<file path="src/rtl/core/keyed_slot_table_engine_macros.svh">
// assertion macros for the keyed slot table engine
`ifndef KEYED_SLOT_TABLE_ENGINE_MACROS_SVH
`define KEYED_SLOT_TABLE_ENGINE_MACROS_SVH

`ifndef NO_ASSERTIONS
// property that holds at every clock edge out of reset
`define KSTE_CHECK(lbl, prop, msg) \
	lbl: assert property (@(posedge clk) disable iff (!arst_n) prop) else $error(msg);
// condition that must be followed by another one on the next edge
`define KSTE_CHECK_NEXT(lbl, ante, cons, msg) \
	lbl: assert property (@(posedge clk) disable iff (!arst_n) (ante) |=> (cons)) \
		else $error(msg);
`else
`define KSTE_CHECK(lbl, prop, msg)
`define KSTE_CHECK_NEXT(lbl, ante, cons, msg)
`endif

`endif

</file>
<file path="src/rtl/core/kste_pkg.sv">
`timescale 1ns / 1ps

package kste_pkg;

	// command codes
	localparam logic [1:0] MODE_ADD    = 2'd0;
	localparam logic [1:0] MODE_LIST   = 2'd1;
	localparam logic [1:0] MODE_FIND   = 2'd2;
	localparam logic [1:0] MODE_REMOVE = 2'd3;

	// result status codes
	localparam logic [2:0] ST_ADDED   = 3'd0;
	localparam logic [2:0] ST_FULL    = 3'd1;
	localparam logic [2:0] ST_ENTRY   = 3'd2;
	localparam logic [2:0] ST_NONE    = 3'd3;
	localparam logic [2:0] ST_REMOVED = 3'd4;
	localparam logic [2:0] ST_BADID   = 3'd5;

	// one stored record
	typedef struct packed {
		logic [63:0] first_key;
		logic [63:0] second_key;
		logic [63:0] value;
	} rec_t;

	// strobes from the sequencer to the slot store
	typedef struct packed {
		logic rd_en;
		logic vwr_en;
		logic vwr_bit;
		logic rwr_en;
	} store_ctl_t;

	// keep the top nb bytes and clear everything after the first zero byte
	function automatic logic [63:0] norm_text(input logic [63:0] s, input logic [3:0] nb);
		logic [63:0] r;
		logic        stop;
		logic [7:0]  ch;
		r    = '0;
		stop = 1'b0;
		for (int b = 0; b < 8; b++) begin
			ch = s[63 - 8 * b -: 8];
			if (4'(b) >= nb || ch == 8'd0) begin
				stop = 1'b1;
			end
			if (!stop) begin
				r[63 - 8 * b -: 8] = ch;
			end
		end
		return r;
	endfunction

endpackage

</file>
<file path="src/rtl/core/kste_ctrl.sv">
`timescale 1ns / 1ps
`include "keyed_slot_table_engine_macros.svh"

module kste_ctrl #(
	parameter int TABLE_DEPTH = 64,
	parameter int TEXT_BYTES = 8,
	parameter int AW = $clog2(TABLE_DEPTH)
) (
	input  logic                 clk,
	input  logic                 arst_n,
	input  logic                 cmd_valid,
	output logic                 cmd_stall,
	input  logic [1:0]           mode,
	input  logic [63:0]          first_key,
	input  logic [63:0]          second_key,
	input  logic [63:0]          value_text,
	input  logic [6:0]           slot_id,
	output logic                 res_valid,
	input  logic                 res_stall,
	output logic [2:0]           status,
	output logic [5:0]           entry_slot,
	output logic [63:0]          entry_first_key,
	output logic [63:0]          entry_second_key,
	output logic [63:0]          entry_value,
	output logic                 last,
	output kste_pkg::store_ctl_t ctl,
	output logic [AW-1:0]        rd_addr,
	output logic [AW-1:0]        wr_addr,
	output kste_pkg::rec_t       wr_rec,
	input  logic                 rd_valid,
	input  kste_pkg::rec_t       rd_rec
);
	import kste_pkg::*;

	localparam logic [AW-1:0] LAST_IDX = AW'(TABLE_DEPTH - 1);

	localparam logic [2:0] S_CLEAR  = 3'd0;
	localparam logic [2:0] S_IDLE   = 3'd1;
	localparam logic [2:0] S_SCAN   = 3'd2;
	localparam logic [2:0] S_FLUSH  = 3'd3;
	localparam logic [2:0] S_REMOVE = 3'd4;

	logic [2:0]    state_q, nxt_state;
	logic [AW-1:0] scan_q, nxt_scan;
	logic          issue_done_q, nxt_issue_done;
	logic          rd_s1, nxt_rd_s1;
	logic [AW-1:0] idx_s1, nxt_idx_s1;
	logic          pend_valid_q, nxt_pend_valid;
	logic [AW-1:0] pend_slot_q;
	rec_t          pend_rec_q;
	logic          pend_load;

	logic [1:0]    mode_q;
	logic [63:0]   key1_q, key2_q, val_q;
	logic [6:0]    id_q;

	logic          out_valid_q;
	logic [2:0]    out_status_q;
	logic [5:0]    out_slot_q;
	rec_t          out_rec_q;
	logic          out_last_q;

	logic          push;
	logic [2:0]    push_status;
	logic [5:0]    push_slot;
	rec_t          push_rec;
	logic          push_last;

	logic          cmd_acc;
	logic          out_free;
	logic          is_add;
	logic          keys_eq;
	logic          hit;
	logic          need_out;
	logic          replay;
	logic          bad_id;

	assign cmd_stall = (state_q != S_IDLE);
	assign cmd_acc   = cmd_valid && !cmd_stall;
	assign out_free  = !out_valid_q || !res_stall;
	assign is_add    = (mode_q == MODE_ADD);
	assign keys_eq   = (rd_rec.first_key == key1_q) && (rd_rec.second_key == key2_q);
	assign hit       = is_add ? !rd_valid
		: (rd_valid && (mode_q == MODE_LIST || (mode_q == MODE_FIND && keys_eq)));
	assign need_out  = rd_s1 && hit && (is_add || pend_valid_q);
	// a slot that cannot be delivered now is read again
	assign replay    = need_out && !out_free;
	assign bad_id    = 32'(id_q) >= 32'(TABLE_DEPTH);

	always_comb begin
		nxt_state      = state_q;
		nxt_scan       = scan_q;
		nxt_issue_done = issue_done_q;
		nxt_rd_s1      = 1'b0;
		nxt_idx_s1     = idx_s1;
		nxt_pend_valid = pend_valid_q;
		pend_load      = 1'b0;
		ctl            = '0;
		rd_addr        = scan_q;
		wr_addr        = idx_s1;
		wr_rec         = '{first_key: key1_q, second_key: key2_q, value: val_q};
		push           = 1'b0;
		push_status    = ST_NONE;
		push_slot      = '0;
		push_rec       = '0;
		push_last      = 1'b1;
		case (state_q)
			S_CLEAR: begin
				ctl.vwr_en = 1'b1;
				wr_addr    = scan_q;
				nxt_scan   = scan_q + 1'b1;
				if (scan_q == LAST_IDX) begin
					nxt_scan  = '0;
					nxt_state = S_IDLE;
				end
			end
			S_IDLE: begin
				if (cmd_acc) begin
					nxt_scan       = '0;
					nxt_issue_done = 1'b0;
					nxt_state      = (mode == MODE_REMOVE) ? S_REMOVE : S_SCAN;
				end
			end
			S_SCAN: begin
				if (!issue_done_q) begin
					ctl.rd_en  = 1'b1;
					nxt_rd_s1  = 1'b1;
					nxt_idx_s1 = scan_q;
					nxt_scan   = scan_q + 1'b1;
					if (scan_q == LAST_IDX) begin
						nxt_issue_done = 1'b1;
					end
				end
				if (rd_s1) begin
					if (replay) begin
						nxt_scan       = idx_s1;
						nxt_issue_done = 1'b0;
						nxt_rd_s1      = 1'b0;
					end else if (hit && is_add) begin
						ctl.vwr_en  = 1'b1;
						ctl.vwr_bit = 1'b1;
						ctl.rwr_en  = 1'b1;
						push        = 1'b1;
						push_status = ST_ADDED;
						push_slot   = 6'(idx_s1);
						nxt_rd_s1   = 1'b0;
						nxt_state   = S_IDLE;
					end else begin
						if (hit) begin
							if (pend_valid_q) begin
								push        = 1'b1;
								push_status = ST_ENTRY;
								push_slot   = 6'(pend_slot_q);
								push_rec    = pend_rec_q;
								push_last   = 1'b0;
							end
							nxt_pend_valid = 1'b1;
							pend_load      = 1'b1;
						end
						if (idx_s1 == LAST_IDX) begin
							nxt_rd_s1 = 1'b0;
							nxt_state = S_FLUSH;
						end
					end
				end
			end
			S_FLUSH: begin
				if (out_free) begin
					push = 1'b1;
					if (is_add) begin
						push_status = ST_FULL;
					end else if (pend_valid_q) begin
						push_status = ST_ENTRY;
						push_slot   = 6'(pend_slot_q);
						push_rec    = pend_rec_q;
					end
					nxt_pend_valid = 1'b0;
					nxt_state      = S_IDLE;
				end
			end
			S_REMOVE: begin
				if (out_free) begin
					push = 1'b1;
					if (bad_id) begin
						push_status = ST_BADID;
					end else begin
						ctl.vwr_en  = 1'b1;
						wr_addr     = AW'(id_q);
						push_status = ST_REMOVED;
					end
					nxt_state = S_IDLE;
				end
			end
			default: begin
				nxt_state = S_IDLE;
			end
		endcase
	end

	always_ff @(posedge clk or negedge arst_n) begin
		if (!arst_n) begin
			state_q      <= S_CLEAR;
			scan_q       <= '0;
			issue_done_q <= 1'b0;
			rd_s1        <= 1'b0;
			pend_valid_q <= 1'b0;
			out_valid_q  <= 1'b0;
		end else begin
			state_q      <= nxt_state;
			scan_q       <= nxt_scan;
			issue_done_q <= nxt_issue_done;
			rd_s1        <= nxt_rd_s1;
			pend_valid_q <= nxt_pend_valid;
			if (push) begin
				out_valid_q <= 1'b1;
			end else if (!res_stall) begin
				out_valid_q <= 1'b0;
			end
		end
	end

	always_ff @(posedge clk) begin
		idx_s1 <= nxt_idx_s1;
		if (cmd_acc) begin
			mode_q <= mode;
			key1_q <= norm_text(first_key, 4'(TEXT_BYTES));
			key2_q <= norm_text(second_key, 4'(TEXT_BYTES));
			val_q  <= norm_text(value_text, 4'(TEXT_BYTES));
			id_q   <= slot_id;
		end
		if (pend_load) begin
			pend_slot_q <= idx_s1;
			pend_rec_q  <= rd_rec;
		end
		if (push) begin
			out_status_q <= push_status;
			out_slot_q   <= push_slot;
			out_rec_q    <= push_rec;
			out_last_q   <= push_last;
		end
	end

	assign res_valid        = out_valid_q;
	assign status           = out_status_q;
	assign entry_slot       = out_slot_q;
	assign entry_first_key  = out_rec_q.first_key;
	assign entry_second_key = out_rec_q.second_key;
	assign entry_value      = out_rec_q.value;
	assign last             = out_last_q;

	`KSTE_CHECK(a_rd_in_scan, rd_s1 |-> state_q == S_SCAN, "read data outside a scan")
	`KSTE_CHECK(a_pend_in_run, pend_valid_q |-> (state_q == S_SCAN || state_q == S_FLUSH), "pending entry left over")
	`KSTE_CHECK_NEXT(a_cmd_starts, cmd_valid && !cmd_stall, state_q == S_SCAN || state_q == S_REMOVE, "request did not start")
	`KSTE_CHECK(a_only_entry_open, (res_valid && !last) |-> status == ST_ENTRY, "open run on non-entry result")
	`KSTE_CHECK(a_no_idle_write, ctl.vwr_en |-> (state_q != S_IDLE && state_q != S_FLUSH), "valid write while not busy")

endmodule

</file>
<file path="config.mk">
export PLATFORM = sky130hd
export DESIGN_NAME = kste_ctrl
export DESIGN_NICKNAME = d
export VERILOG_FILES = /design/src/rtl/core/kste_pkg.sv /design/src/rtl/core/kste_ctrl.sv
export VERILOG_INCLUDE_DIRS = /design/src /design/src/rtl/core
export SDC_FILE = /design/constraint.sdc
export NUM_CORES = 1
export LEC_CHECK = 0
export BUFFER_PORTS_ARGS = -buffer_cell sky130_fd_sc_hd__buf_4
export CORE_AREA = 2 2 319 321
export DETAILED_ROUTE_END_ITERATION = 10
export DIE_AREA = 0 0 321 323
export GPL_ROUTABILITY_DRIVEN = 0
export MAX_ROUTING_LAYER = met4
export PLACE_DENSITY = 0.41
export SLEW_MARGIN = 20
export SYNTH_ARGS = -nofsm -noshare
export SYNTH_HDL_FRONTEND = slang
export SYNTH_SLANG_ARGS = --single-unit
</file>
<file path="constraint.sdc">
create_clock -name clk -period 25.5 [get_ports clk]
set_clock_uncertainty 0.15 [all_clocks]
set_input_delay 0 -clock clk [delete_from_list [all_inputs] [get_ports clk]]
set_output_delay 0 -clock clk [all_outputs]
set_load 0.005 [all_outputs]
</file>
Word level (Yosys, flattened, before mapping) --
Cells that the tools add are included.
Operators by class: add/sub/neg operators 1, magnitude comparators 1, equal/unequal tests 22, multiplexer cells 134, bitwise gates (word level) 4, reductions and logical operators 52
Operator list (number):
- 2-to-1 mux 192 bit | 7
- case mux 192 bit (2 select lines) | 1
- zero test 8 bit | 24
- equality test 64 bit | 2
- 2-to-1 mux 1 bit | 85
- 2-to-1 mux 6 bit | 14
- 2-to-1 mux 3 bit | 12
- case mux 6 bit (2 select lines) | 2
- case mux 6 bit (3 select lines) | 1
- inequality test 2 bit (second input constant) | 7
- equality test 6 bit (second input constant) | 2
- 2-to-1 mux 2 bit | 6
- case mux 3 bit (4 select lines) | 1
- AND reduction 6 bit | 2
- case mux 3 bit (3 select lines) | 1
- logical AND 1 bit | 8
- greater-or-equal comparator 7 bit (second input constant) | 1
- adder 6 x 1 -> 6 bit (second input constant) | 1
- equality test 3 x 2 -> 1 bit (second input constant) | 2
- case mux 1 bit (2 select lines) | 3
- AND reduction 2 bit | 3
- zero test 1 bit | 5
- OR reduction 5 bit | 1
- equality test 2 bit (second input constant) | 2
- 14 further kinds | 21
Storage, ports and cells: flip-flop bits (word level) 620, input port bits 398, output and inout bits 412

Longest topological paths before layout --
Gate-level depths: netlist of the first run.
depth in word-level cells 18, mapped depth 11

Worst setup path before layout of the first run --
OpenSTA, ideal clock, no wires.
path type register -> register, from reg state_q[1], to reg out_rec_q, in the netlist entry_first_key[0] (enable), setup time 1.044 ns, data arrival time 15.033 ns, data required time 24.306 ns, setup slack 9.274 ns, stages on the path, launching flop included 5, cells stage by stage dfrtp_1 -> clkbuf_1 -> nor2b_1 -> a22oi_1 -> o21ai_0
Between the ends: longest elaborated chain between the ends 3, elaborated cells between the ends (all ways) 5, those cells by class 3 x eq/ne; 1 x mux; 1 x reduce/logical
Ends and longest elaborated chain:
- from (decl) | line kste_ctrl.sv:43 | logic [2:0] state_q, nxt_state;
- from (signal assigned) | line kste_ctrl.sv:209 | state_q <= nxt_state;
- equality test 3 bit or equality test 3 x 2 -> 1 bit (tied branches) | line kste_ctrl.sv:107 | case (state_q)
- OR reduction 2 bit (no source line)
- case mux 1 bit (2 select lines) * | line kste_ctrl.sv:107
- net push | line kste_ctrl.sv:63 | logic push;
- to (signal assigned) | line kste_ctrl.sv:238 | out_rec_q <= push_rec;
- to (decl) | line kste_ctrl.sv:60 | rec_t out_rec_q;
Mark *: on every way through the listed nets, which the timed path passes. The rest lies on a longest branch. A chain may end at the register's enable or synchronous reset.

Final worst setup path of the first run --
from reg key2_q[5], to reg pend_rec_q[94] in the netlist's numbering (enable)
Between the ends: longest elaborated chain between the ends 12, elaborated cells between the ends (all ways) 15, those cells by class 1 x eq/ne; 6 x mux; 8 x reduce/logical
Ends and longest elaborated chain:
- from (decl) | line kste_ctrl.sv:54 | logic [63:0] key1_q, key2_q, val_q;
- from (signal assigned) | line kste_ctrl.sv:227 | key2_q <= norm_text(second_key, 4'(TEXT_BYTES));
- equality test 64 bit * | line kste_ctrl.sv:82 | assign keys_eq = (rd_rec.first_key == key1_q) && (rd_rec.second_key == key2_q);
- logical AND 1 bit * | line kste_ctrl.sv:82
- logical AND 1 bit * | line kste_ctrl.sv:84 | : (rd_valid && (mode_q == MODE_LIST || (mode_q == MODE_FIND && keys_eq)));
- logical OR 1 bit * | line kste_ctrl.sv:84
- logical AND 1 bit * | line kste_ctrl.sv:84
- 2-to-1 mux 1 bit * | line kste_ctrl.sv:83 | assign hit = is_add ? !rd_valid
- logical AND 1 bit (2 in series) | line kste_ctrl.sv:85 | assign need_out = rd_s1 && hit && (is_add || pend_valid_q);
- logical AND 1 bit | line kste_ctrl.sv:87 | assign replay = need_out && !out_free;
- 2-to-1 mux 1 bit * | line kste_ctrl.sv:135 | if (replay) begin
- 2-to-1 mux 1 bit * | line kste_ctrl.sv:134 | if (rd_s1) begin
- 2-to-1 mux 1 bit * | line kste_ctrl.sv:107
- net pend_load | line kste_ctrl.sv:51 | logic pend_load;
- to (signal assigned) | line kste_ctrl.sv:233 | pend_rec_q <= rd_rec;
- to (decl) | line kste_ctrl.sv:50 | rec_t pend_rec_q;
Marked as above.

==> results of run 1 <==
worst register-to-register path, delay by kind of cell, from the launching register on:
kind	cells	cell delay, ps
DFF	1	400
and+or+nand+nor	5	2320
buffers and inverters	2	1750
muxes	1	220
xor gates and xnor gates	1	570
logic make-up (layout without fill, tap and decap cells):
group,count (synthesis),in the layout,share of synthesized area (%)
other cells,0,21,0
fa+ha+maj,1,1,0.0500
mux,8,8,0.320
simple gates,585,585,17.2
xor+xnor,78,78,2.73
flops,620,620,74.2
compound gates,96,96,3.00
buf+inv,107,1692,2.46
area by class of cell:
| type | instances | area share (%) |
|---|---|---|
| Clock buffer | 91 | 4.90 |
| Inverter | 45 | 0.421 |
| Tap cell | 1309 | 3.91 |
| Clock inverter | 47 | 1.32 |
| Antenna cell | 21 | 0.125 |
| Multi-Input combinational cell | 768 | 14.0 |
| Timing Repair Buffer | 1509 | 31.1 |
| Sequential cell | 620 | 44.2 |
routing by layer:
metal | wire length [um] | up-vias | global-route usage (%)
met5 | 0 | - | -
met4 | 3170 | 0 | 5.94
met3 | 8620 | 162 | 5.91
li1 | - | 8559 | -
met2 | 57600 | 859 | 38.0
met1 | 44700 | 9466 | 25.2
flip-flops by register name, summed over array words and instances, names as in the netlist, 7 cells and up:
signal / count
entry_second_key: 64
key1_q: 64
id_q: 7
pend_rec_q: 192
entry_value: 64
entry_first_key: 64
key2_q: 64
val_q: 64
final timing paths:
check                           depth (start not counted)  slack [ps]                             end                 startpoint
worst max-delay path                                    9       19630        pend_rec_q[94]$_DFFE_PP_    key2_q[5]$_SDFFCE_PP0P_
worst min-delay path                                    2          40       pend_rec_q[177]$_DFFE_PP_                rd_rec[177]
worst max register to register                          9       19630        pend_rec_q[94]$_DFFE_PP_    key2_q[5]$_SDFFCE_PP0P_
worst min register to register                          1         370  entry_second_key[58]$_DFFE_PP_  pend_rec_q[122]$_DFFE_PP_
max in group asynchronous                               3       24370        pend_valid_q$_DFFE_PN0P_                     arst_n
min in group asynchronous                               3         360          rd_addr[4]$_DFFE_PN0P_                     arst_n
cells in the final DEF, fill, tap and decap left out, types with 3 or more instances in the layout:
cell type,n
sky130_fd_sc_hd__a2111o_1,15
sky130_fd_sc_hd__a21boi_2,7
sky130_fd_sc_hd__a21oi_1,7
sky130_fd_sc_hd__a222oi_1,7
sky130_fd_sc_hd__and2_1,153
sky130_fd_sc_hd__and3_1,6
sky130_fd_sc_hd__buf_4,825
sky130_fd_sc_hd__bufinv_16,11
sky130_fd_sc_hd__clkbuf_1,10
sky130_fd_sc_hd__clkbuf_16,80
sky130_fd_sc_hd__clkinv_1,12
sky130_fd_sc_hd__clkinv_2,12
sky130_fd_sc_hd__clkinv_4,3
sky130_fd_sc_hd__clkinvlp_4,5
sky130_fd_sc_hd__dfrtp_1,13
sky130_fd_sc_hd__diode_2,21
sky130_fd_sc_hd__dlygate4sd3_1,682
sky130_fd_sc_hd__edfxtp_1,607
sky130_fd_sc_hd__inv_1,44
sky130_fd_sc_hd__mux2i_1,8
sky130_fd_sc_hd__nand2_1,27
sky130_fd_sc_hd__nand2b_1,23
sky130_fd_sc_hd__nand3_1,11
sky130_fd_sc_hd__nand4_1,22
sky130_fd_sc_hd__nor2_1,14
sky130_fd_sc_hd__nor2b_1,157
sky130_fd_sc_hd__nor2b_4,100
sky130_fd_sc_hd__nor3_1,5
sky130_fd_sc_hd__nor4_1,50
sky130_fd_sc_hd__o2111ai_1,6
sky130_fd_sc_hd__o21ai_0,21
sky130_fd_sc_hd__o22ai_1,11
sky130_fd_sc_hd__or4_1,4
sky130_fd_sc_hd__xnor2_1,72
sky130_fd_sc_hd__xor2_1,6
power by group through the flow:
stage               combinational [mW]  clock, mW  sequential, mW
finish                           0.778       1.15            1.48
global route                     0.835       1.21            1.50
CTS                              0.798       1.18            1.48
detailed placement               0.706          0            1.50
global placement                 0.702          0            1.50
floorplan                        0.207          0            1.59
repair_timing:
action,in CTS,in global routing
hold buffers,682,0
hold endpoints to repair,447,0
setup endpoints to repair,0,0
through the flow:
| step | util [%] | setup slack (ps) | cell area (um^2) |
|---|---|---|---|
| final | 41.6 | 19630 | 41900 |
| after global routing | 41.6 | 19330 | 41900 |
| after CTS | 41.6 | 19430 | 41900 |
| after detailed placement | 32.2 | 19420 | 32400 |
| after global placement | 32.2 | 19030 | 32400 |
| after floorplan | - | 9270 | 25000 |
==> results.md, run 1 <==
- Yosys printed 0 warnings.
- The register share of total power is about 43%.
- The die covers between 100,000 and 150,000 um^2.
- The total vias in the final route is between 15,000 and 20,000.
- The combined flip-flop and latch cell area is 18,600 um^2.
- Setup repair after global routing left no endpoint under its margin.
- The post-route fraction of the period consumed by the critical path is approximately 23%.
- The clock transition at the register clock pins on the worst setup and hold paths after CTS is 60 ps.
- The worst pin sits at a relative slew slack of between 30% and 40%.
- The completed layout was analyzed and its total power is 3.41 mW.
- The final period demand of the worst path is approximately 5900 ps.
- The total half-perimeter wirelength after legalization and detailed placement is ~86,000 um.
- The maximum buffer depth of the clock tree is 3.
- The tree is rooted in a sky130_fd_sc_hd__clkbuf_16.
- STA classifies the critical path startpoint as a register.
- After routing, the total negative slack on setup checks comes to 0 ps.
- The number of sinks driven by the clock tree is 620.
- The critical path data arrival time is 5980 ps.
- The final-report max-slew violation count is 0.
- The clock latency reported for the late side of the worst-skew pair is around 650 ps.
- Net switching is approximately 29% of the power.
- The number of nets in the synthesized netlist is 1,894.
- The top flip-flop cell by instance count after synthesis is sky130_fd_sc_hd__edfxtp_1.
- The number of nets in the final layout is 3,420.
- The number of synthesized register bits is 620.
- The final instance count without filler cells is around 4,400.
- The count of cell types in the netlist is between 50 and 60.
- The die is 323 um tall.
- The remaining routing DRC violations is 0.
- Traced cell by cell, the critical path runs through xnor2_1 > nand4_1 > nor4_2 > nand4_1 > nor4_2 > mux2i_1 > nor2_4 > buf_4 > buf_4.
- The tool flagged a number of max-cap violations equal to 0.
- In this run the power spent charging and discharging nets is 0.971 mW.
- The multi-input combinational cells in the finished layout cover a total of roughly 5900 um^2.
- The cell internal power dissipation is 2.44 mW.
- The number of H-tree branching levels is 3.
- The total routing resource utilization after global routing is 22.0%.
- The fraction of layout cells with a size suffix above 1 is between 30% and 40%.
- Together, buffers and inverters on the worst path number 2.
- The power density over cell area is a little over 80 nW/um^2.
- The CTS tree is yes.
- The mean area per synthesized cell is between 15 and 20 um^2.
- Timing would allow up to approximately 170 MHz.
- The first global-routing pass estimated about 150,000 um of wire.
- Of the total power, combinational logic draws roughly 23%.
- For this block, the initial DRC count from the detailed router was between 1,000 and 1,500.
- The maximum fanout count along the critical path is 64.
- The count of buffers added by post-CTS timing repair for setup is 0.
- The final hold violation count is 0.
- The post-synthesis cell count is between 1,000 and 1,500.
- Counting flops with a built-in enable in the synthesized netlist gives ~610.
- The final number of setup-violating endpoints is 0.
- The first detailed-routing pass took 5 iterations.
- The via count of the first global-routing pass is between 20,000 and 25,000.
- The peak supply drop is approximately 0.00005 V.
- The initial antenna violation count is 21.
- The cell with the most instances after synthesis is sky130_fd_sc_hd__edfxtp_1.
- The worst hold path belongs to the class in2reg.
- The relative area change from synthesis to final layout is 67.8%.
- The filler cells instantiated in the layout total between 9,000 and 10,000.
- The residual antenna-violating net count after detailed routing is 0.
- The pin count of the biggest net entering global routing is 87.
- Wires add up to ~110,000 um.
- The post-synthesis sequential area ratio is approximately 74%.
- The synthesized design spends more area on one cell type than any other, namely sky130_fd_sc_hd__edfxtp_1.
- The number of cells after detailed placement is between 3,000 and 4,000.
- The commonest cells after synthesis are 607 x sky130_fd_sc_hd__edfxtp_1, 157 x sky130_fd_sc_hd__nor2b_1, 154 x sky130_fd_sc_hd__and2_1, 100 x sky130_fd_sc_hd__nor2b_4, 72 x sky130_fd_sc_hd__xnor2_1.
- Yosys attributes the largest share of cell area to sky130_fd_sc_hd__edfxtp_1 73%, sky130_fd_sc_hd__nor2b_4 5.5%, sky130_fd_sc_hd__nor2b_1 3.9%.
- After detailed routing, the number of vias per cell comes to approximately 4.3.
- The run finished with clean final reports.
- The standby leakage power is approximately 16 nW.
- The cell at the slowest stage of the critical path is sky130_fd_sc_hd__buf_4.
- The critical path required time is about 26,000 ps.
- The peak per-stage delay on the critical path is 860 ps.
- For this run the aggregate overflow at the end of global routing stands at 0.
- The worst setup path is captured at a register.
- The share of total power in the clock network is 33.8%.
- The worst hold slack after final layout is slightly below 40 ps.
- The initial cell density of the core is around a quarter.
- The core region is a little over 100,000 um^2.
- The top cell type by area accounts for between 70% and 80% of the synthesized area.
- After synthesis the cells add up to about 25,000 um^2.
- The largest delay contributor family on the critical path is simple AND/OR/NAND/NOR gates.
- between 800 and 900 I/O pins were placed.
- The die is approximately 320 um wide.
- The transition time at the pin with the least slew margin is a little over 1000 ps.
- After floorplanning, the core was divided into 117 placement rows.
- The category of the critical setup timing path is reg2reg.
- The fraction of registers with async set/reset is between 2 and 2.5%.
- The average detailed-routed wire length per instance is 25.9 um.
- The count of input and output buffers is roughly 810.
- Once the clock tree was built, the resizer swapped 0 gates to a different size.
- Counting the buffers created by CTS gives 77.
No activity file was read; power rests on OpenSTA's default activity.
==> run 2, diff against run 1 <==
- clock period: 25.5 -> 5.85 ns (I/O delays scaled with it)
==> run 2 against run 1 <==
Clock-buffer cell count up 1. Highest routed layer unchanged. Critical path depth down 1. Worst setup slack worse by 19000 ps. Die area unchanged. Sequential power increased to 4.4 times the previous value. Utilization shrank 0.20 points. Design area decreased by 0.47%. Largest power group unchanged. Hold slack gained 8.2 ps. Fmax increased by 18%. Critical endpoint is now entry_second_key[2]$_DFFE_PP_. Clock power rose to 4.2 times the previous value.
==> results.md, run 2 (same netlist as run 1, synthesis figures left out) <==
- The initial antenna violation count was 27 (+29%).
- The wire length of the first global-routing pass is 150,000 um (-2.5%).
- The placement-stage cell area is 32,500 um^2 (+0.22%).
- The initial cell density of the core is 24.8% (unchanged).
- The worst register-to-register path ends at entry_second_key[2]$_DFFE_PP_.
- The minimum setup slack in the final design is 869 ps (-18,760 ps).
- The combined flip-flop and latch cell area is 18,600 um^2 (unchanged).
- The total half-perimeter wirelength after legalization and detailed placement came to 83,500 um (-2.8%).
- The per-cell via count in the routed design is 4.29 (-0.72%).
- The fraction of layout cells with a size suffix above 1 came to 34.5% (+0.047 points).
- The final-report max-slew violation count came to 0 (unchanged).
- The relative area change from synthesis to final layout is 67.0%.
- The CTS buffer count was 78 (+1.3%).
- The overall overflow remaining after global route is 0 (unchanged).
- The slack of the worst reg-to-reg path is 870 ps (-18,760 ps).
- The number of cells traversed by the worst register-to-register path came to 8 (-1).
- The number of sinks driven by the clock tree is 620 (unchanged).
- The depth of the worst hold-timing path is 2 (unchanged).
- The area of combinational cells with multiple inputs is 5860 um^2 (about the same).
- The register share of total power came to 44.1% (+0.7 points).
- The net switching power figure is 4.25 mW (+340%).
- The register bank with the most flops is pend_rec_q.
- The CTS root buffer is sky130_fd_sc_hd__clkbuf_16.
- The maximum fanout count along the critical path is 52 (-19%).
- The CTS tree is yes.
- The count of input and output buffers came to 809 (unchanged).
- The max-cap check violation count is 0 (unchanged).
- Setup repair after global routing left no endpoint under its margin.
- The residual antenna-violating net count after detailed routing is 0 (unchanged).
- The site row count is 117 (unchanged).
- The transition time at the pin with the least slew margin came to 1010 ps (-16.8 ps).
- The power density over cell area is 352 nW/um^2 (+330%).
- The final period demand of the worst path is 4980 ps (-891 ps).
- The critical path required time was 5970 ps (-19,640 ps).
- The critical path data arrival time is 5110 ps (-870 ps).
- The maximum buffer depth of the clock tree came to 3 (unchanged).
- The launching element type of the critical path is a register.
- The pin count of the biggest net entering global routing came to 103 (+18%).
- The remaining max-slew budget at the tightest pin came to 32.2% (+0.64 points).
- The final standard cell area without fillers was 41,700 um^2 (-0.47%).
- The fmax was 201 MHz (+18%).
- The count of buffers added by post-CTS timing repair for setup is 0 (unchanged).
- For hold timing, the worst endpoint is pend_rec_q[177]$_DFFE_PP_.
- The die area came to 104,000 um^2 (unchanged).
- The run finished with clean final reports.
- The core area is 101,000 um^2 (unchanged).
- The number of buffers inserted for hold repair after clock tree synthesis is 666 (-2.3%).
- The via count of the first global-routing pass is 19,820 (-1.3%).
- The total vias in the final route is 18,866 (-0.95%).
- The final hold violation count was 0 (unchanged).
- In this run the critical register-to-register path is launched from key2_q[5]$_SDFFCE_PP0P_.
- The total routing resource utilization after global routing is 21.5% (-0.56 points).
- The iteration-0 DRC count of the detailed router is 1,397 (-4.6%).
- The final number of setup-violating endpoints is 0 (unchanged).
- The die extent in y is 323 um (unchanged).
- The cell internal power dissipation came to 10.4 mW (+330%).
- The number of cells after detailed placement is 3,569 (+0.028%).
- The total negative slack for setup checks is 0 ps (unchanged).
- The peak supply drop was 0.000207 V (+310%).
- The switching share of total power was 28.9% (+0.43 points).
- The relative contribution of combinational cells to total power is 23.2% (+0.4 points).
- The final routed wirelength across all metal layers is 112,000 um (-2.2%).
- The clock transition at the register clock pins on the worst setup and hold paths after CTS is 60 ps (about the same).
- The number of cells upsized or downsized after cts was 0 (unchanged).
- The number of H-tree branching levels is 3 (unchanged).
- The most frequent standard cell in the layout excluding fill and tap cells is sky130_fd_sc_hd__buf_4.
- The average detailed-routed wire length per instance is 25.4 um (-2.0%).
- The number of inserted filler cells in the final layout came to 9,427 (+0.71%).
- The worst hold slack after final layout is 47.7 ps (+8.19 ps).
- The hold path startpoint is rd_rec[177].
- The pre-CTS worst setup slack is 707 ps (-18,710 ps).
- The share of total power in the clock network is 32.7% (-1.1 points).
- The total design power is 14.7 mW (+330%).
- The worst min-delay path class is in2reg.
- The number of flip-flops under the largest register name is 192 (unchanged).
- The share of the core filled with cells in the final layout is 41.4% (-0.20 points).
- The final instance count without filler cells is 4,400 (-0.23%).
- The remaining routing DRC violations is 0 (unchanged).
- The number of placed I/O pins is 810 (unchanged).
- In the layout the commonest cells are 821 x sky130_fd_sc_hd__buf_4, 666 x sky130_fd_sc_hd__dlygate4sd3_1, 607 x sky130_fd_sc_hd__edfxtp_1.
- The standby leakage power was 16.0 nW (-0.49%).
- The number of nets in the final layout was 3,406 (-0.41%).
- The post-route fraction of the period consumed by the critical path is 85.1% (+62 points).
- The horizontal die dimension is 321 um (unchanged).
- The number of detailed-route iterations in the first pass is 5 (unchanged).
- The category of the critical setup timing path is reg2reg.
- The clock latency reported for the late side of the worst-skew pair is 650 ps (about the same).
- The worst setup path is captured at a register.
==> run 2: cell type report <==
type	count	share of cell area, %
sequential	620	44.4
multi-input combinational	768	14.0
antenna	21	0.126
tap	1309	3.92
timing repair buffer	1494	31.0
clock buffer	92	4.93
clock inverter	51	1.07
inverter	45	0.423
==> run 2: power by group through the flow <==
stage	sequential, mW	combinational, mW	clock, mW
detailed placement	6.57	3.09	0
CTS	6.49	3.48	4.94
global route	6.55	3.66	5.10
floorplan	6.55	0.913	0
finish	6.48	3.42	4.80
global placement	6.56	3.10	0
==> run 2: worst max-delay path by stage <==
stage	from	end	slack, ps	cells after the start
2_1_floorplan	state_q[2]$_DFFE_PN0P_	id_q[0]$_DFFE_PP_	470	4
3_3_place_gp	key2_q[5]$_SDFFCE_PP0P_	entry_first_key[6]$_DFFE_PP_	750	8
3_5_place_dp	key2_q[5]$_SDFFCE_PP0P_	entry_second_key[57]$_DFFE_PP_	710	8
4_1_cts	key2_q[5]$_SDFFCE_PP0P_	entry_second_key[1]$_DFFE_PP_	690	8
5_1_grt	key2_q[5]$_SDFFCE_PP0P_	entry_second_key[2]$_DFFE_PP_	660	8
6_report	key2_q[5]$_SDFFCE_PP0P_	entry_second_key[2]$_DFFE_PP_	870	8
==> run 2: metal layers <==
layer,wire (um),global-route usage (%),vias up
li1,-,-,8549
met1,44600,24.9,9332
met2,54800,36.0,842
met3,9050,6.50,143
met4,3150,5.93,0
met5,0,-,-
==> run 2: critical path: stages (launching register included) <==
cell and delay, ps:
sky130_fd_sc_hd__edfxtp_1 400, sky130_fd_sc_hd__xnor2_1 630, sky130_fd_sc_hd__nand4_1 270, sky130_fd_sc_hd__nor4_1 870
sky130_fd_sc_hd__nand4_1 400, sky130_fd_sc_hd__nor4_1 730, sky130_fd_sc_hd__o21bai_1 260, sky130_fd_sc_hd__o21ai_4 170
sky130_fd_sc_hd__buf_4 630
==> run 3, diff against run 2 <==
- clock period: 5.85 -> 6.3 ns (I/O delays scaled with it)
==> run 3 against run 2 <==
Fmax increased by 2.9%. Register-to-register slack better by 590 ps. Die area did not move. Critical endpoint is now entry_first_key[51]$_DFFE_PP_. Largest power group unchanged.
==> results.md, run 3 (same netlist as run 1, synthesis figures left out) <==
- The run finished with clean final reports.
- The site row count came to 117 (unchanged).
- From synthesis to final layout, the design area changed by 68.2%.
- The initial cell density of the core was 24.8% (unchanged).
- The residual antenna-violating net count after detailed routing came to 0 (unchanged).
- The remaining routing DRC violations came to 0 (unchanged).
- The number of cells traversed by the worst register-to-register path is 7 (-1).
- The maximum fanout count along the critical path is 55 (+5.8%).
- Setup repair after global routing left no endpoint under its margin.
- The power density over cell area came to 327 nW/um^2 (-7.2%).
- The total vias in the final route is 18,880 (+0.074%).
- The total routing resource utilization after global routing came to 21.6% (+0.13 points).
- The endpoint with the worst hold slack is pend_rec_q[179]$_DFFE_PP_.
- The clock transition at the register clock pins on the worst setup and hold paths after CTS was 60 ps (about the same).
- The core area came to 101,000 um^2 (unchanged).
- The startpoint identified for the worst register-to-register timing path is key1_q[42]$_SDFFCE_PP0P_.
- The final routed wirelength across all metal layers came to 112,000 um (+0.30%).
- The number of cells upsized or downsized after cts is 0 (unchanged).
- The final period demand of the worst path is 4840 ps (-142 ps).
- TritonCTS built the clock tree.
- The die extent in y is 323 um (unchanged).
- The number of detailed-route iterations in the first pass is 6 (+1).
- The CTS root buffer is sky130_fd_sc_hd__clkbuf_16.
- The standby leakage power is 16.1 nW (+0.73%).
- The number of flip-flops under the largest register name is 192 (unchanged).
- The pre-CTS worst setup slack is 1230 ps (+524 ps).
- The transition time at the pin with the least slew margin is 1050 ps (+41.1 ps).
- The sort of element at the end of the critical path is a register.
- The number of sinks driven by the clock tree came to 620 (unchanged).
- The die area is 104,000 um^2 (unchanged).
- The final hold violation count is 0 (unchanged).
- The final-report max-slew violation count came to 0 (unchanged).
- The fmax came to 207 MHz (+2.9%).
- The number of H-tree branching levels is 3 (unchanged).
- The pin count of the biggest net entering global routing is 137 (+33%).
- The depth of the worst hold-timing path is 2 (unchanged).
- The critical path required time came to 6410 ps (+440 ps).
- The hold path startpoint is rd_rec[179].
- The post-route fraction of the period consumed by the critical path is 76.8% (-8.3 points).
- The most frequent standard cell in the layout excluding fill and tap cells is sky130_fd_sc_hd__buf_4.
- The number of inserted filler cells in the final layout is 9,464 (+0.39%).
- The total half-perimeter wirelength after legalization and detailed placement came to 83,200 um (-0.30%).
- The CTS buffer count is 78 (unchanged).
- The setup path with the least slack is of type reg2reg.
- The clock latency reported for the late side of the worst-skew pair is 660 ps (about the same).
- The initial antenna violation count came to 24 (-11%).
- The count of input and output buffers is 809 (unchanged).
- The peak supply drop is 0.000336 V (+62%).
- The maximum buffer depth of the clock tree is 3 (unchanged).
- The fraction of layout cells with a size suffix above 1 is 34.1% (-0.44 points).
- The max-cap check violation count is 0 (unchanged).
- The overall overflow remaining after global route is 0 (unchanged).
- The critical path data arrival time came to 4950 ps (-160 ps).
- The launching element type of the critical path is a register.
- The iteration-0 DRC count of the detailed router was 1,412 (+1.1%).
- The wire length of the first global-routing pass is 151,000 um (+0.44%).
- The via count of the first global-routing pass was 19,967 (+0.74%).
- pend_rec_q holds more flip-flops than any other register.
- The average detailed-routed wire length per instance came to 25.3 um (-0.29%).
- The per-cell via count in the routed design came to 4.27 (-0.51%).
- The destination of the worst register-to-register timing path is entry_first_key[51]$_DFFE_PP_.
- The slack of the worst reg-to-reg path was 1460 ps (+590 ps).
- The number of placed I/O pins is 810 (unchanged).
- The remaining max-slew budget at the tightest pin is 30.0% (-2.1 points).
- In the layout the commonest cells are 819 x sky130_fd_sc_hd__buf_4, 692 x sky130_fd_sc_hd__dlygate4sd3_1, 607 x sky130_fd_sc_hd__edfxtp_1.
- The tightest min-delay check is of the in2reg type.
- The number of nets in the final layout came to 3,429 (+0.68%).
- The total negative slack for setup checks is 0 ps (unchanged).
- The minimum setup slack in the final design was 1460 ps (+592 ps).
- The final number of setup-violating endpoints is 0 (unchanged).
- The horizontal die dimension came to 321 um (unchanged).
run 3: critical path, stage by stage (launching register included):
cell and delay [ps]:
sky130_fd_sc_hd__edfxtp_1 540, sky130_fd_sc_hd__a222oi_1 890, sky130_fd_sc_hd__nor4b_1 750, sky130_fd_sc_hd__nand4_1 290, sky130_fd_sc_hd__nor4_1 600, sky130_fd_sc_hd__o21bai_1 260, sky130_fd_sc_hd__o21ai_4 140, sky130_fd_sc_hd__buf_4 680
run 3: layer usage:
layer  GRT usage [%]  wire [um]  part of all wire, %  vias up
met5               -          0                    0        -
li1                -          -                    -     8589
met4            5.17       2460                  2.2        0
met3            6.61       9490                  8.5      117
met1            25.0      44500                   40     9350
met2            36.6      55500                   50      824
run 3: power breakdown:
group	switching (mW)	leakage [nW]	total, mW	internal (mW)
logic	1.63	9.09	3.16	1.53
clock network	1.87	1.25	4.57	2.70
registers	0.466	5.80	6.02	5.55
total	3.96	16.1	13.7	9.78
run 3: worst max path at each step:
stage                              from  cells after the start                             end
2_1_floorplan    state_q[2]$_DFFE_PN0P_                      4               id_q[0]$_DFFE_PP_
3_3_place_gp    key2_q[5]$_SDFFCE_PP0P_                      8   entry_first_key[36]$_DFFE_PP_
3_5_place_dp   key1_q[42]$_SDFFCE_PP0P_                      7       entry_value[49]$_DFFE_PP_
4_1_cts        key1_q[42]$_SDFFCE_PP0P_                      7  entry_second_key[59]$_DFFE_PP_
5_1_grt        key1_q[42]$_SDFFCE_PP0P_                      7  entry_second_key[29]$_DFFE_PP_
6_report       key1_q[42]$_SDFFCE_PP0P_                      7   entry_first_key[51]$_DFFE_PP_
run 3: per-stage QoR:
stage	instance area, um^2	hold slack, ps	total power [mW]	util [%]	cells
detailed placement	32500	-276	8.97	32.2	3566
CTS	42000	0.116	14.0	41.7	4403
global route	42000	1.69	14.3	41.7	4422
finish	42100	21.5	13.7	41.8	4426
floorplan	25000	-446	6.93	-	1495
global placement	32500	-284	8.95	32.2	3565
run 3: what timing repair did:
item,in CTS,in global routing
hold endpoints to repair,485,0
setup buffers,0,0
hold buffers,692,0
run 3: area by class of cell:
type	instances	area [um^2]	share of cell area [%]
diodes	22	55.1	0.131
clock buffers	90	2000	4.75
inverters	45	176	0.419
well taps	1309	1640	3.89
repair buffers	1517	13200	31.4
clock inverters	55	571	1.36
multi-input cells	768	5860	13.9
flip-flops and latches	620	18600	44.1
